==> config.mk <==
export PLATFORM = sky130hd
export DESIGN_NAME = pblit_queue
export DESIGN_NICKNAME = d
export VERILOG_FILES = /design/src/design/pblit_pkg.sv /design/src/design/pblit_queue.sv
export SDC_FILE = /design/constraint.sdc
export NUM_CORES = 1
export LEC_CHECK = 0
export ABC_AREA = 1
export BUFFER_PORTS_ARGS = -buffer_cell sky130_fd_sc_hd__buf_2
export CORE_UTILIZATION = 57
export DETAILED_ROUTE_END_ITERATION = 8
export PLACE_DENSITY = 0.81
export SETUP_SLACK_MARGIN = 0.3
export SKIP_CTS_REPAIR_TIMING = 1
export SYNTH_ARGS = -nofsm -noshare
export SYNTH_HDL_FRONTEND = slang
export SYNTH_SLANG_ARGS = --single-unit
export TNS_END_PERCENT = 10
==> constraint.sdc <==
create_clock -name clk -period 2.9 [get_ports clk]
set_clock_uncertainty 0.1 [all_clocks]
set_input_delay 0.145 -clock clk [delete_from_list [all_inputs] [get_ports clk]]
set_output_delay 0.145 -clock clk [all_outputs]
set_load 0.1 [all_outputs]
==> src/design/pblit_pkg.sv <==
// Shared types, register indexes and colour packing functions of the pixel blitter.
package pblit_pkg;

    // Screen geometry: two pixels share one work-memory word.
    localparam int SCR_COLS  = 512;
    localparam int SCR_ROWS  = 256;
    localparam int MEM_WORDS = SCR_COLS * SCR_ROWS / 2;
    localparam int MEM_AW    = $clog2(MEM_WORDS);

    // Command queue between the walker and the pixel engine.
    localparam int QUEUE_DEPTH = 4;
    localparam int QUEUE_AW    = $clog2(QUEUE_DEPTH);

    // Configuration register indexes.
    localparam logic [2:0] CFG_DRAW_X       = 3'd0;
    localparam logic [2:0] CFG_DRAW_Y       = 3'd1;
    localparam logic [2:0] CFG_SIZE_X       = 3'd2;
    localparam logic [2:0] CFG_SIZE_Y       = 3'd3;
    localparam logic [2:0] CFG_MODE_FLAGS   = 3'd4;
    localparam logic [2:0] CFG_PALETTE_LOW  = 3'd5;
    localparam logic [2:0] CFG_PALETTE_HIGH = 3'd6;

    // Transparent codes.
    localparam logic [7:0]  PAL_TRANSPARENT = 8'hff;
    localparam logic [15:0] COL_TRANSPARENT = 16'hffff;

    // What the pixel engine does with a command.
    typedef enum logic [1:0] {
        OP_PALETTE = 2'd0,
        OP_FILL    = 2'd1,
        OP_MERGE   = 2'd2
    } pblit_op_t;

    typedef struct packed {
        logic [7:0] rom_byte;
        logic       start_req;
    } pblit_in_t;

    typedef struct packed {
        logic [8:0]  pixel_x;
        logic [7:0]  pixel_y;
        logic [15:0] pixel_color;
        logic        last_of_item;
    } pblit_out_t;

    // One drawing command: a pair of pixels at columns {col_pair, x odd flag}.
    typedef struct packed {
        logic [7:0] rom_byte;
        logic [7:0] col_pair;
        logic [7:0] row;
        logic       screen_flip;
        logic       flip_x;
        pblit_op_t  op;
    } pblit_cmd_t;

    typedef struct packed {
        logic       valid;
        pblit_cmd_t cmd;
    } pblit_push_t;

    // Byte bbgggrrr to bb000ggg00rrr000.
    function automatic logic [15:0] pack_high(input logic [7:0] p);
        return {p[7:6], 3'b000, p[5:3], 2'b00, p[2:0], 3'b000};
    endfunction

    // Byte bbbggrrr to 00bbb000gg000rrr.
    function automatic logic [15:0] pack_low(input logic [7:0] p);
        return {2'b00, p[7:5], 3'b000, p[4:3], 3'b000, p[2:0]};
    endfunction

endpackage

==> src/design/pblit_queue.sv <==
// Short command queue between the walker and the pixel engine.
module pblit_queue
    import pblit_pkg::*;
(
    input  logic        clk,
    input  logic        rst_n,
    input  pblit_push_t push,
    output logic        has_space,
    output logic        head_valid,
    output pblit_cmd_t  head,
    input  logic        pop
);

    pblit_cmd_t            slot_reg [QUEUE_DEPTH];
    logic [QUEUE_AW-1:0]   wr_ptr_reg, rd_ptr_reg;
    logic [QUEUE_AW:0]     count_reg, count_next;
    logic                  do_push, do_pop;

    assign has_space  = (count_reg != (QUEUE_AW+1)'(QUEUE_DEPTH));
    assign head_valid = (count_reg != '0);
    assign head       = slot_reg[rd_ptr_reg];
    assign do_push    = push.valid && has_space;
    assign do_pop     = pop && head_valid;

    // Occupancy count.
    always_comb
    begin
        count_next = count_reg;
        if (do_push && !do_pop)
        begin
            count_next = count_reg + 1'b1;
        end
        else if (do_pop && !do_push)
        begin
            count_next = count_reg - 1'b1;
        end
    end

    always_ff @(posedge clk or negedge rst_n)
    begin
        if (!rst_n)
        begin
            wr_ptr_reg <= '0;
            rd_ptr_reg <= '0;
            count_reg  <= '0;
        end
        else
        begin
            count_reg <= count_next;
            if (do_push)
            begin
                wr_ptr_reg <= wr_ptr_reg + 1'b1;
            end
            if (do_pop)
            begin
                rd_ptr_reg <= rd_ptr_reg + 1'b1;
            end
        end
    end

    // Command storage.
    always_ff @(posedge clk)
    begin
        if (do_push)
        begin
            slot_reg[wr_ptr_reg] <= push.cmd;
        end
    end

endmodule

==> qor.csv <==
metric;value;unit
status;complete, no violations;
avgRoutedWirePerCell;16.05;um
hpwl;5360;um
synth_cell_types;19;
slew_headroom;55.70;%
end_kind;output pin;
cp-start-kind;flop;
synth-simple-area-share;8.806;%
period_needed;2.464;ns
synthesis.area;4987;um^2
cts-root-buf;clkbuf_8;
path_clk_slew;0.06;ns
fin_crit_sh;84.97;%
synth_seq_area_share;70.95;%
multi_input_area;1091;um^2
ys_warn_count;0;
synth_ff_type;edfxtp_1;
largest_reg_flops;112;
seqCellArea;3538;um^2
drc_errors;0;
slew_viol_final;0;
grt_overflow_total;0;
synth_edf_count;112;
cts_buffers;17;
slowest_delay;0.49;ns
synthMuxAreaShare;0;%
core_area;8341;um^2
die_area;9128;um^2
antenna_found_initial;0;
worst-path-buf-inv;2;
drt-total-wl;9729;um
hold_viol_final;0;
clk_latency;0.51;ns
synth_compound_gate_area_share;10.44;%
crit_required;2.65;ns
grt_max_degree;69;
nFillCells;500;
async_flop_share;5.882;%
finalSetupTns;0;ns
cts_num_sinks;119;
hold_class;in -> reg;
antenna_left;0;
viasPerCell;5.198;
ys_ff_latch;119;
cts_buffer_depth;2;
die_h;95.54;um
max_cap_violations;0;
tightest_slew;0.6636;ns
critPathKind;reg -> out;
critPathTopFamily;buffers and inverters;
drtPass1Iterations;4;
synthAdderAreaFrac;1.656;%
postSynthCellCount;386;
grt_pass1_wl;14360;um
gp_congestion;0.7437;
cp_data_arrival_time;2.22;ns
setup_violations;0;
slowest_stage;inv_2;
grt.total_usage;22.20;%
cp_cell_sequence;inv_2 > o211ai_1 > nand2_1 > buf_2;
yosys.area.top_type_share;67.44;%
cts_tree;done;
yosysTopAreaCell;edfxtp_1;
syn_nets;424;
rows;33;
drive_gt1_share;25.75;%
cts_htree_levels;4;
start_util;59.80;%
final_net_count;526;
io_buffers;61;
diodes;0;
synth_top_family_by_area;compound AO/OA/AOI/OAI gates;
pin_count;62;
synth_xor_area_share;0.1756;%
synthTopCellsByArea;edfxtp_1 (67%), nand2_1 (7.7%), o211ai_1 (5.6%);
drtIter0Drc;225;
vias;3150;
first_global_vias;2999;
max_freq;0.4058;GHz
chipWidth;95.54;um
synth.avg_cell_area;12.92;um^2
crit_fanout;29;
rsz0062_at_grt;no;
synthToLayoutAreaGrowth;26.99;%
layout make-up:
cell class                 instances  area share, %
clock buffer                      17          6.539
clock inverter                    15          3.042
inverter                          71          4.228
multi-input combinational        178          17.23
sequential                       119          55.87
tap                              105          2.074
timing repair buffer             101          11.02
cells by family (layout without fill, tap and decap cells):
logic type,after synthesis,after routing
flip-flops,119,119
XOR/XNOR,1,1
adder cells (fa/ha/maj),6,6
buffers and inverters,89,204
AO/OA/AOI/OAI,57,57
AND/OR/NAND/NOR,114,114
final timing paths:
check	to	slack, ns	depth (start not counted)	startpoint
worst max-delay path	head[6]	0.44	4	rd_ptr_reg[1]
worst min-delay path	slot_reg[2][6]	0.28	2	push[6]
min in group asynchronous	count_reg[0]	0.50	3	rst_n
worst max register to register	count_reg[1]	0.63	9	count_reg[1]
worst min register to register	rd_ptr_reg[0]	0.42	2	rd_ptr_reg[0]
max in group asynchronous	rd_ptr_reg[0]	1.96	3	rst_n
Yosys cell counts, drive strengths merged, types with 4 or more instances:
cell / instances
inv: 71
ha: 5
edfxtp: 112
nand2: 102
dfrtp: 7
o211ai: 56
clkbuf: 5
buf: 13
nor2: 4
nand3: 7
through the flow:
| step | instance area (um^2) | hold WS (ns) | util (%) | instances | worst slack (ns) |
|---|---|---|---|---|---|
| after floorplan | 5027 | -0.2506 | - | 386 | 0.2508 |
| after global placement | 5406 | -0.1129 | 64.82 | 542 | 0.8043 |
| after detailed placement | 5406 | -0.1123 | 64.82 | 542 | 0.6655 |
| after CTS | 6013 | -0.6514 | 72.10 | 574 | 0.4611 |
| after global routing | 6334 | 0.2686 | 75.94 | 606 | 0.2869 |
| final | 6334 | 0.2798 | 75.94 | 606 | 0.4359 |
layout by cell type, fill, tap and decap left out, types with 2 or more instances in the layout:
| cell | n |
|---|---|
| o211ai_1 | 37 |
| bufinv_16 | 3 |
| nor2_4 | 4 |
| inv_6 | 4 |
| clkinvlp_4 | 2 |
| nand3_2 | 2 |
| inv_1 | 68 |
| dfrtp_1 | 7 |
| buf_2 | 61 |
| ha_1 | 5 |
| edfxtp_1 | 112 |
| clkbuf_16 | 16 |
| nand2_1 | 102 |
| dlygate4sd3_1 | 32 |
| nand3_1 | 5 |
| o211ai_2 | 19 |
| inv_2 | 2 |
| buf_4 | 7 |
| clkinv_4 | 6 |
routing by layer:
layer | part of all wire [%] | track usage, %
met5 | 0 | 0
met4 | 1.3 | 10.07
met3 | 8.0 | 6.778
met2 | 51 | 36.07
met1 | 40 | 27.40
worst register-to-register path, stage by stage (launching register included):
cell	delay (ns)
dfrtp_1	0.41
inv_1	0.12
nand3_2	0.11
nand2_1	0.39
inv_1	0.10
ha_1	0.24
inv_1	0.10
fa_1	0.43
nand2_1	0.07
o21ai_0	0.07
Power is not shown: default switching activity piles up to over one toggle a cycle in this logic, so the estimate is an artifact.
