**src/design/pblit_pkg.sv**
```systemverilog
// Shared types, register indexes and colour packing functions of the pixel blitter.
package pblit_pkg;

    // Screen geometry: two pixels share one work-memory word.
    localparam int SCR_COLS  = 512;
    localparam int SCR_ROWS  = 256;
    localparam int MEM_WORDS = SCR_COLS * SCR_ROWS / 2;
    localparam int MEM_AW    = $clog2(MEM_WORDS);

    // Command queue between the walker and the pixel engine.
    localparam int QUEUE_DEPTH = 4;
    localparam int QUEUE_AW    = $clog2(QUEUE_DEPTH);

    // Configuration register indexes.
    localparam logic [2:0] CFG_DRAW_X       = 3'd0;
    localparam logic [2:0] CFG_DRAW_Y       = 3'd1;
    localparam logic [2:0] CFG_SIZE_X       = 3'd2;
    localparam logic [2:0] CFG_SIZE_Y       = 3'd3;
    localparam logic [2:0] CFG_MODE_FLAGS   = 3'd4;
    localparam logic [2:0] CFG_PALETTE_LOW  = 3'd5;
    localparam logic [2:0] CFG_PALETTE_HIGH = 3'd6;

    // Transparent codes.
    localparam logic [7:0]  PAL_TRANSPARENT = 8'hff;
    localparam logic [15:0] COL_TRANSPARENT = 16'hffff;

    // What the pixel engine does with a command.
    typedef enum logic [1:0] {
        OP_PALETTE = 2'd0,
        OP_FILL    = 2'd1,
        OP_MERGE   = 2'd2
    } pblit_op_t;

    typedef struct packed {
        logic [7:0] rom_byte;
        logic       start_req;
    } pblit_in_t;

    typedef struct packed {
        logic [8:0]  pixel_x;
        logic [7:0]  pixel_y;
        logic [15:0] pixel_color;
        logic        last_of_item;
    } pblit_out_t;

    // One drawing command: a pair of pixels at columns {col_pair, x odd flag}.
    typedef struct packed {
        logic [7:0] rom_byte;
        logic [7:0] col_pair;
        logic [7:0] row;
        logic       screen_flip;
        logic       flip_x;
        pblit_op_t  op;
    } pblit_cmd_t;

    typedef struct packed {
        logic       valid;
        pblit_cmd_t cmd;
    } pblit_push_t;

    // Byte bbgggrrr to bb000ggg00rrr000.
    function automatic logic [15:0] pack_high(input logic [7:0] p);
        return {p[7:6], 3'b000, p[5:3], 2'b00, p[2:0], 3'b000};
    endfunction

    // Byte bbbggrrr to 00bbb000gg000rrr.
    function automatic logic [15:0] pack_low(input logic [7:0] p);
        return {2'b00, p[7:5], 3'b000, p[4:3], 3'b000, p[2:0]};
    endfunction

endpackage

```
**src/design/pblit_front.sv**
```systemverilog
// Front end of the blitter: geometry registers, block walk and command generation.
module pblit_front
    import pblit_pkg::*;
(
    input  logic        clk,
    input  logic        rst_n,
    input  logic        in_valid,
    output logic        in_ready,
    input  pblit_in_t   in_data,
    input  logic        space_ok,
    input  logic        cfg_we,
    input  logic [2:0]  cfg_index,
    input  logic [63:0] cfg_data,
    output pblit_push_t push
);

    logic [7:0] org_x_reg, org_y_reg, size_x_reg, size_y_reg, lat_size_x_reg;
    logic [4:0] mode_reg, lat_mode_reg;
    logic [8:0] col_off_reg, cols_left_reg, row_off_reg, rows_left_reg;

    logic [4:0] lm;
    logic [7:0] lsx, ox, oy, u, v;
    logic [8:0] col0, cl0, row0, rl0, col1, cl1, row1, rl1;
    logic       accept, active;

    assign in_ready = space_ok;
    assign accept   = in_valid && in_ready;

    // Start handling and the next walk position.
    always_comb
    begin
        lm   = lat_mode_reg;
        lsx  = lat_size_x_reg;
        ox   = org_x_reg;
        oy   = org_y_reg;
        col0 = col_off_reg;
        cl0  = cols_left_reg;
        row0 = row_off_reg;
        rl0  = rows_left_reg;
        if (in_data.start_req)
        begin
            lm  = mode_reg;
            lsx = size_x_reg;
            if (mode_reg[0])
            begin
                ox   = org_x_reg - {size_x_reg[6:0], 1'b0};
                col0 = {1'b0, size_x_reg};
                cl0  = 9'd256 - {1'b0, size_x_reg};
            end
            else
            begin
                ox   = org_x_reg - size_x_reg;
                col0 = '0;
                cl0  = {1'b0, size_x_reg} + 9'd1;
            end
            if (mode_reg[1])
            begin
                oy   = org_y_reg - {size_y_reg[6:0], 1'b0} - 8'd1;
                row0 = {1'b0, size_y_reg};
                rl0  = 9'd256 - {1'b0, size_y_reg};
            end
            else
            begin
                oy   = org_y_reg - size_y_reg - 8'd1;
                row0 = '0;
                rl0  = {1'b0, size_y_reg} + 9'd1;
            end
        end
        active = (rl0 != 9'd0);
        u      = ox + col0[7:0];
        v      = oy + row0[7:0];

        // Step along the row, and on to the next row at its end.
        col1 = lm[0] ? (col0 - 9'd1) : (col0 + 9'd1);
        cl1  = cl0 - 9'd1;
        row1 = row0;
        rl1  = rl0;
        if (cl1 == 9'd0)
        begin
            rl1  = rl0 - 9'd1;
            row1 = lm[1] ? (row0 - 9'd1) : (row0 + 9'd1);
            col1 = lm[0] ? {1'b0, lsx} : 9'd0;
            cl1  = lm[0] ? (9'd256 - {1'b0, lsx}) : ({1'b0, lsx} + 9'd1);
        end
    end

    // Command for the pixel engine; the screen flip mirrors the pair and the row.
    always_comb
    begin
        push.valid           = accept && active;
        push.cmd.rom_byte    = in_data.rom_byte;
        push.cmd.col_pair    = lm[2] ? ~u : u;
        push.cmd.row         = lm[2] ? ~v : v;
        push.cmd.screen_flip = lm[2];
        push.cmd.flip_x      = lm[0];
        if (!lm[3])
        begin
            push.cmd.op = OP_PALETTE;
        end
        else if (lm[4])
        begin
            push.cmd.op = OP_MERGE;
        end
        else
        begin
            push.cmd.op = OP_FILL;
        end
    end

    // Walk state, latched blit settings and geometry registers.
    always_ff @(posedge clk or negedge rst_n)
    begin
        if (!rst_n)
        begin
            org_x_reg      <= 8'hff;
            org_y_reg      <= 8'hff;
            size_x_reg     <= '0;
            size_y_reg     <= '0;
            mode_reg       <= '0;
            lat_mode_reg   <= '0;
            lat_size_x_reg <= '0;
            col_off_reg    <= '0;
            cols_left_reg  <= '0;
            row_off_reg    <= '0;
            rows_left_reg  <= '0;
        end
        else
        begin
            if (accept && in_data.start_req)
            begin
                lat_mode_reg   <= lm;
                lat_size_x_reg <= lsx;
                org_x_reg      <= ox;
                org_y_reg      <= oy;
            end
            if (accept && active)
            begin
                col_off_reg   <= col1;
                cols_left_reg <= cl1;
                row_off_reg   <= row1;
                rows_left_reg <= rl1;
            end
            if (cfg_we)
            begin
                case (cfg_index)
                    CFG_DRAW_X:     org_x_reg  <= cfg_data[7:0] ^ 8'hff;
                    CFG_DRAW_Y:     org_y_reg  <= cfg_data[7:0] ^ 8'hff;
                    CFG_SIZE_X:     size_x_reg <= cfg_data[7:0];
                    CFG_SIZE_Y:     size_y_reg <= cfg_data[7:0];
                    CFG_MODE_FLAGS: mode_reg   <= cfg_data[4:0];
                    default:        ;
                endcase
            end
        end
    end

endmodule

```
**config.mk**
```make
export PLATFORM = sky130hd
export DESIGN_NAME = pblit_front
export DESIGN_NICKNAME = d
export VERILOG_FILES = /design/src/design/pblit_pkg.sv /design/src/design/pblit_front.sv
export SDC_FILE = /design/constraint.sdc
export NUM_CORES = 1
export LEC_CHECK = 0
export ABC_AREA = 1
export BUFFER_PORTS_ARGS = -buffer_cell sky130_fd_sc_hd__buf_2
export CAP_MARGIN = 40
export CORE_MARGIN = 8
export CORE_UTILIZATION = 51
export CTS_CLUSTER_SIZE = 30
export DETAILED_ROUTE_END_ITERATION = 6
export GPL_ROUTABILITY_DRIVEN = 1
export GPL_TIMING_DRIVEN = 0
export MAX_ROUTING_LAYER = met4
export PLACE_DENSITY = 0.68
export SLEW_MARGIN = 10
export SYNTH_ARGS = -nofsm -noshare
export SYNTH_HDL_FRONTEND = slang
export SYNTH_SLANG_ARGS = --single-unit
```
**constraint.sdc**
```tcl
create_clock -name clk -period 4.3 [get_ports clk]
set_clock_uncertainty 0.15 [all_clocks]
set_input_delay 0.43 -clock clk [delete_from_list [all_inputs] [get_ports clk]]
set_output_delay 0.43 -clock clk [all_outputs]
set_load 0.02 [all_outputs]
```
==> flow_metrics.env <==
export IMPL_powerDensity_mw_per_mm2=587
export IMPL_io_pin_count=111
export IMPL_die_x_um=146
export IMPL_p_seq_share_pct=22.1
export IMPL_synth_xor_area_share_pct=6.63
export IMPL_place_inst=1538
export IMPL_synth_cells=1271
export IMPL_synth_mux_area_share_pct=0
export IMPL_synth_seq_cells=84
export IMPL_cts_root_buf="clkbuf_16"
export IMPL_status="finished clean"
export IMPL_pwr_share_clk_pct=14.2
export IMPL_totalWireLength_um=25400
export IMPL_dp_slack_ns=-0.737
export IMPL_slew_headroom_pct=52.7
export IMPL_row_count=47
export IMPL_internal_power_mw=2.93
export IMPL_wl_met1_um=12000
export IMPL_syn2layout_area_growth_pct=13.3
export IMPL_wl_met3_um=1330
export IMPL_clk_latency_ns=0.36
export IMPL_dieArea_sq_mm=0.0212
export IMPL_drt_pass1_iterations=5
export IMPL_tns_ns=0
export IMPL_grt_pass1_vias=7774
export IMPL_synthDistinctLibCells=51
export IMPL_ant_nets=0
export IMPL_switching_share_pct=48.6
export IMPL_worst_setup_path_type="reg2out"
export IMPL_postSynthAreaPerCell_sq_um=6.75
export IMPL_p_comb_share_pct=63.7
export IMPL_cts_tree="built"
export IMPL_wl_per_cell_um=16.2
export IMPL_fmax_ghz=0.240
export IMPL_synth_fa_ha_area_share_pct=11.3
export IMPL_maxSlewViolCount=0
export IMPL_core_area_sq_mm=0.0165
export IMPL_clock_path_buffers=2
export IMPL_first_iter_violations=687
export IMPL_synth_ff_type="dfrtp_1"
export IMPL_crit_fanout=4
export IMPL_synth_edf_count=0
export IMPL_final_nets=1497
export IMPL_grt_pass1_wl_um=40800
export IMPL_fin_ws_ns=0.128
export IMPL_worst_ir_drop_vdd_mv=0.314
export IMPL_fin_crit_ns=4.17
export IMPL_utilization_pct=58.9
export IMPL_diodes=0
export IMPL_drv_cap=0
export IMPL_cts_max_level=3
export IMPL_grt_overflow_total=0
export IMPL_endpoint_kind="primary output"
export IMPL_port_buffers=46
export IMPL_clock_sinks=84
export IMPL_path_clk_slew_ns=0.06
export IMPL_grtUsageTotal_pct=24.4
export IMPL_gp_congestion=0.928
export IMPL_total_power_mw=5.71
export IMPL_arrival_ns=3.59
export IMPL_grt_start_max_net_pins=62
export IMPL_die_y_um=146
export IMPL_ys_warn_count=0
export IMPL_hold_class="in2reg"
export IMPL_drive_above_1_share_pct=17.8
export IMPL_final_cells=1568
export IMPL_top_layer="met4"
export IMPL_drc=0
export IMPL_rsz0062_at_grt="yes"
export IMPL_dp_hpwl_um=19500
export IMPL_antenna_found_initial=0
export IMPL_critical_path_required_ns=3.72
export IMPL_startpoint_type="register"
export IMPL_initial_core_util_pct=51.9
export IMPL_via_count=8428
export IMPL_numCtsBuffers=9
export IMPL_post_route_period_util_pct=97.0
export IMPL_hold_viol_final=0
export IMPL_setup_viol=0
export IMPL_worstMarginPinSlew_ns=0.702
export IMPL_synthSimpleGateAreaFrac_pct=31.5
export IMPL_synth_top_family_by_area="simple AND/OR/NAND/NOR gates"
export IMPL_ys_seq_area_share_pct=24.7
export IMPL_wl_met2_um=11600
export IMPL_syn_num_nets=1425
export IMPL_synthArstFlopShare_pct=100
export IMPL_p_leak_nw=4.99
export IMPL_via_per_inst=5.38
export IMPL_synthesis_area_sq_mm=0.00858
export IMPL_p_sw_mw=2.78
export IMPL_synth_compound_area_share_pct=14.9
export IMPL_reg2reg_slack_ns=0.68
timing repair:
action	CTS	global route
hold buffers	1	0
buffers inserted	1	13
gates resized for setup	20	51
hold endpoints to repair	23	0
pin swaps	1	17
cloned	0	0
endpoints found under the setup margin	10	7
cell families after synthesis:
kind of cell | count (synthesis)
compound gates | 226
fa+ha+maj | 73
simple gates | 618
buf+inv | 205
xor+xnor | 65
flops | 84
area by class of cell:
type	instances	area (sq um)
Timing Repair Buffer	62	382
Multi-Input combinational cell	982	5680
Clock buffer	12	246
Fill cell	1615	6800
Buffer	55	395
Tap cell	220	275
Sequential cell	84	2130
Clock inverter	4	50.0
Inverter	149	572
synth_stat cells, types with 2 or more instances:
library cell,n,area [sq um]
nand3_1,85,425
xnor2_1,16,140
o21ai_1,10,50.1
buf_2,19,95.1
nor2_2,5,31.3
o21ai_0,91,455
o22ai_1,13,81.3
o21bai_1,21,158
nor2_4,2,22.5
o21a_1,3,22.5
a21o_1,3,22.5
a31oi_1,3,18.8
or2_2,15,93.8
dfstp_2,16,420
ha_1,65,813
nand3b_1,3,22.5
a21oi_2,4,35.0
a21oi_1,62,310
nand3_2,14,140
inv_1,142,533
buf_1,3,11.3
inv_2,6,22.5
nand4_1,13,81.3
dfrtp_1,68,1700
nor2_1,74,278
buf_4,13,97.6
fa_1,8,160
nor3_1,8,40.0
nand2_2,11,68.8
nand2_1,381,1430
o211ai_1,4,30.0
o21ai_2,2,17.5
a22oi_1,4,30.0
nand2_4,2,22.5
clkbuf_1,11,41.3
xor2_1,49,429
buf_6,8,90.1
stage by stage:
step | hold slack, ns | cell area (sq um)
floorplan | -0.0156 | 8580
global placement | 0.308 | 9090
detailed placement | 0.221 | 9120
CTS | 0.0854 | 9480
global route | 0.0957 | 9730
finish | 0.0916 | 9730
per-layer routing:
layer  track usage, %  vias to the layer above
met3             4.23                       30
met2             37.9                      227
li1                 -                     4258
met5                -                        -
met1             32.5                     3913
met4             5.57                        0
power by group through the flow:
stage	clock network [mW]	registers, mW	logic, mW
after floorplan	0	1.19	2.64
after global placement	0	1.26	3.36
after detailed placement	0	1.26	3.40
after CTS	0.822	1.25	3.45
after global routing	0.854	1.29	4.07
final	0.811	1.26	3.64
worst paths after layout:
check	from	end	depth (start not counted)
worst max-delay path	org_y_reg[0]	push[11]	23
worst min-delay path	cfg_data[5]	org_y_reg[5]	2
worst max register to register	mode_reg[0]	col_off_reg[7]	17
worst min register to register	col_off_reg[0]	col_off_reg[0]	2
max in group asynchronous	rst_n	org_x_reg[4]	3
min in group asynchronous	rst_n	rows_left_reg[3]	2
cells in the final DEF, fill, tap and decap left out, drive strengths merged, types with 2 or more instances in the layout:
cell type and instances:
o211ai 4, a21oi 66, ha 65, o21bai 21, o21ai 103, xor2 49, inv 147, a22oi 4
a21o 3, nand3b 3, fa 8, o21a 3, nand3 99, clkbuf 24, dfstp 16, o311ai 2
nor2 82, o22ai 13, clkinvlp 4, buf 104, nand4 13, nand2 394, nor3 8, or2 17
dfrtp 68, a31oi 3, xnor2 16
critical path: stages (launching register included):
cell     delay [ns]
dfstp_2        0.58
ha_4           0.15
inv_2          0.04
fa_2           0.35
inv_2          0.09
a21oi_2        0.05
o21ai_1        0.10
nand3_1        0.13
o21ai_2        0.11
inv_2          0.07
ha_4           0.25
a21oi_2        0.11
nand2_1        0.08
a21o_1         0.18
nand2_1        0.05
nand2_1        0.05
nand2_1        0.07
nand2_1        0.07
a21oi_2        0.15
or2_0          0.13
nand2_1        0.07
xnor2_1        0.17
inv_1          0.07
buf_6          0.13
Note: power is estimated with default switching activity, not from simulation.
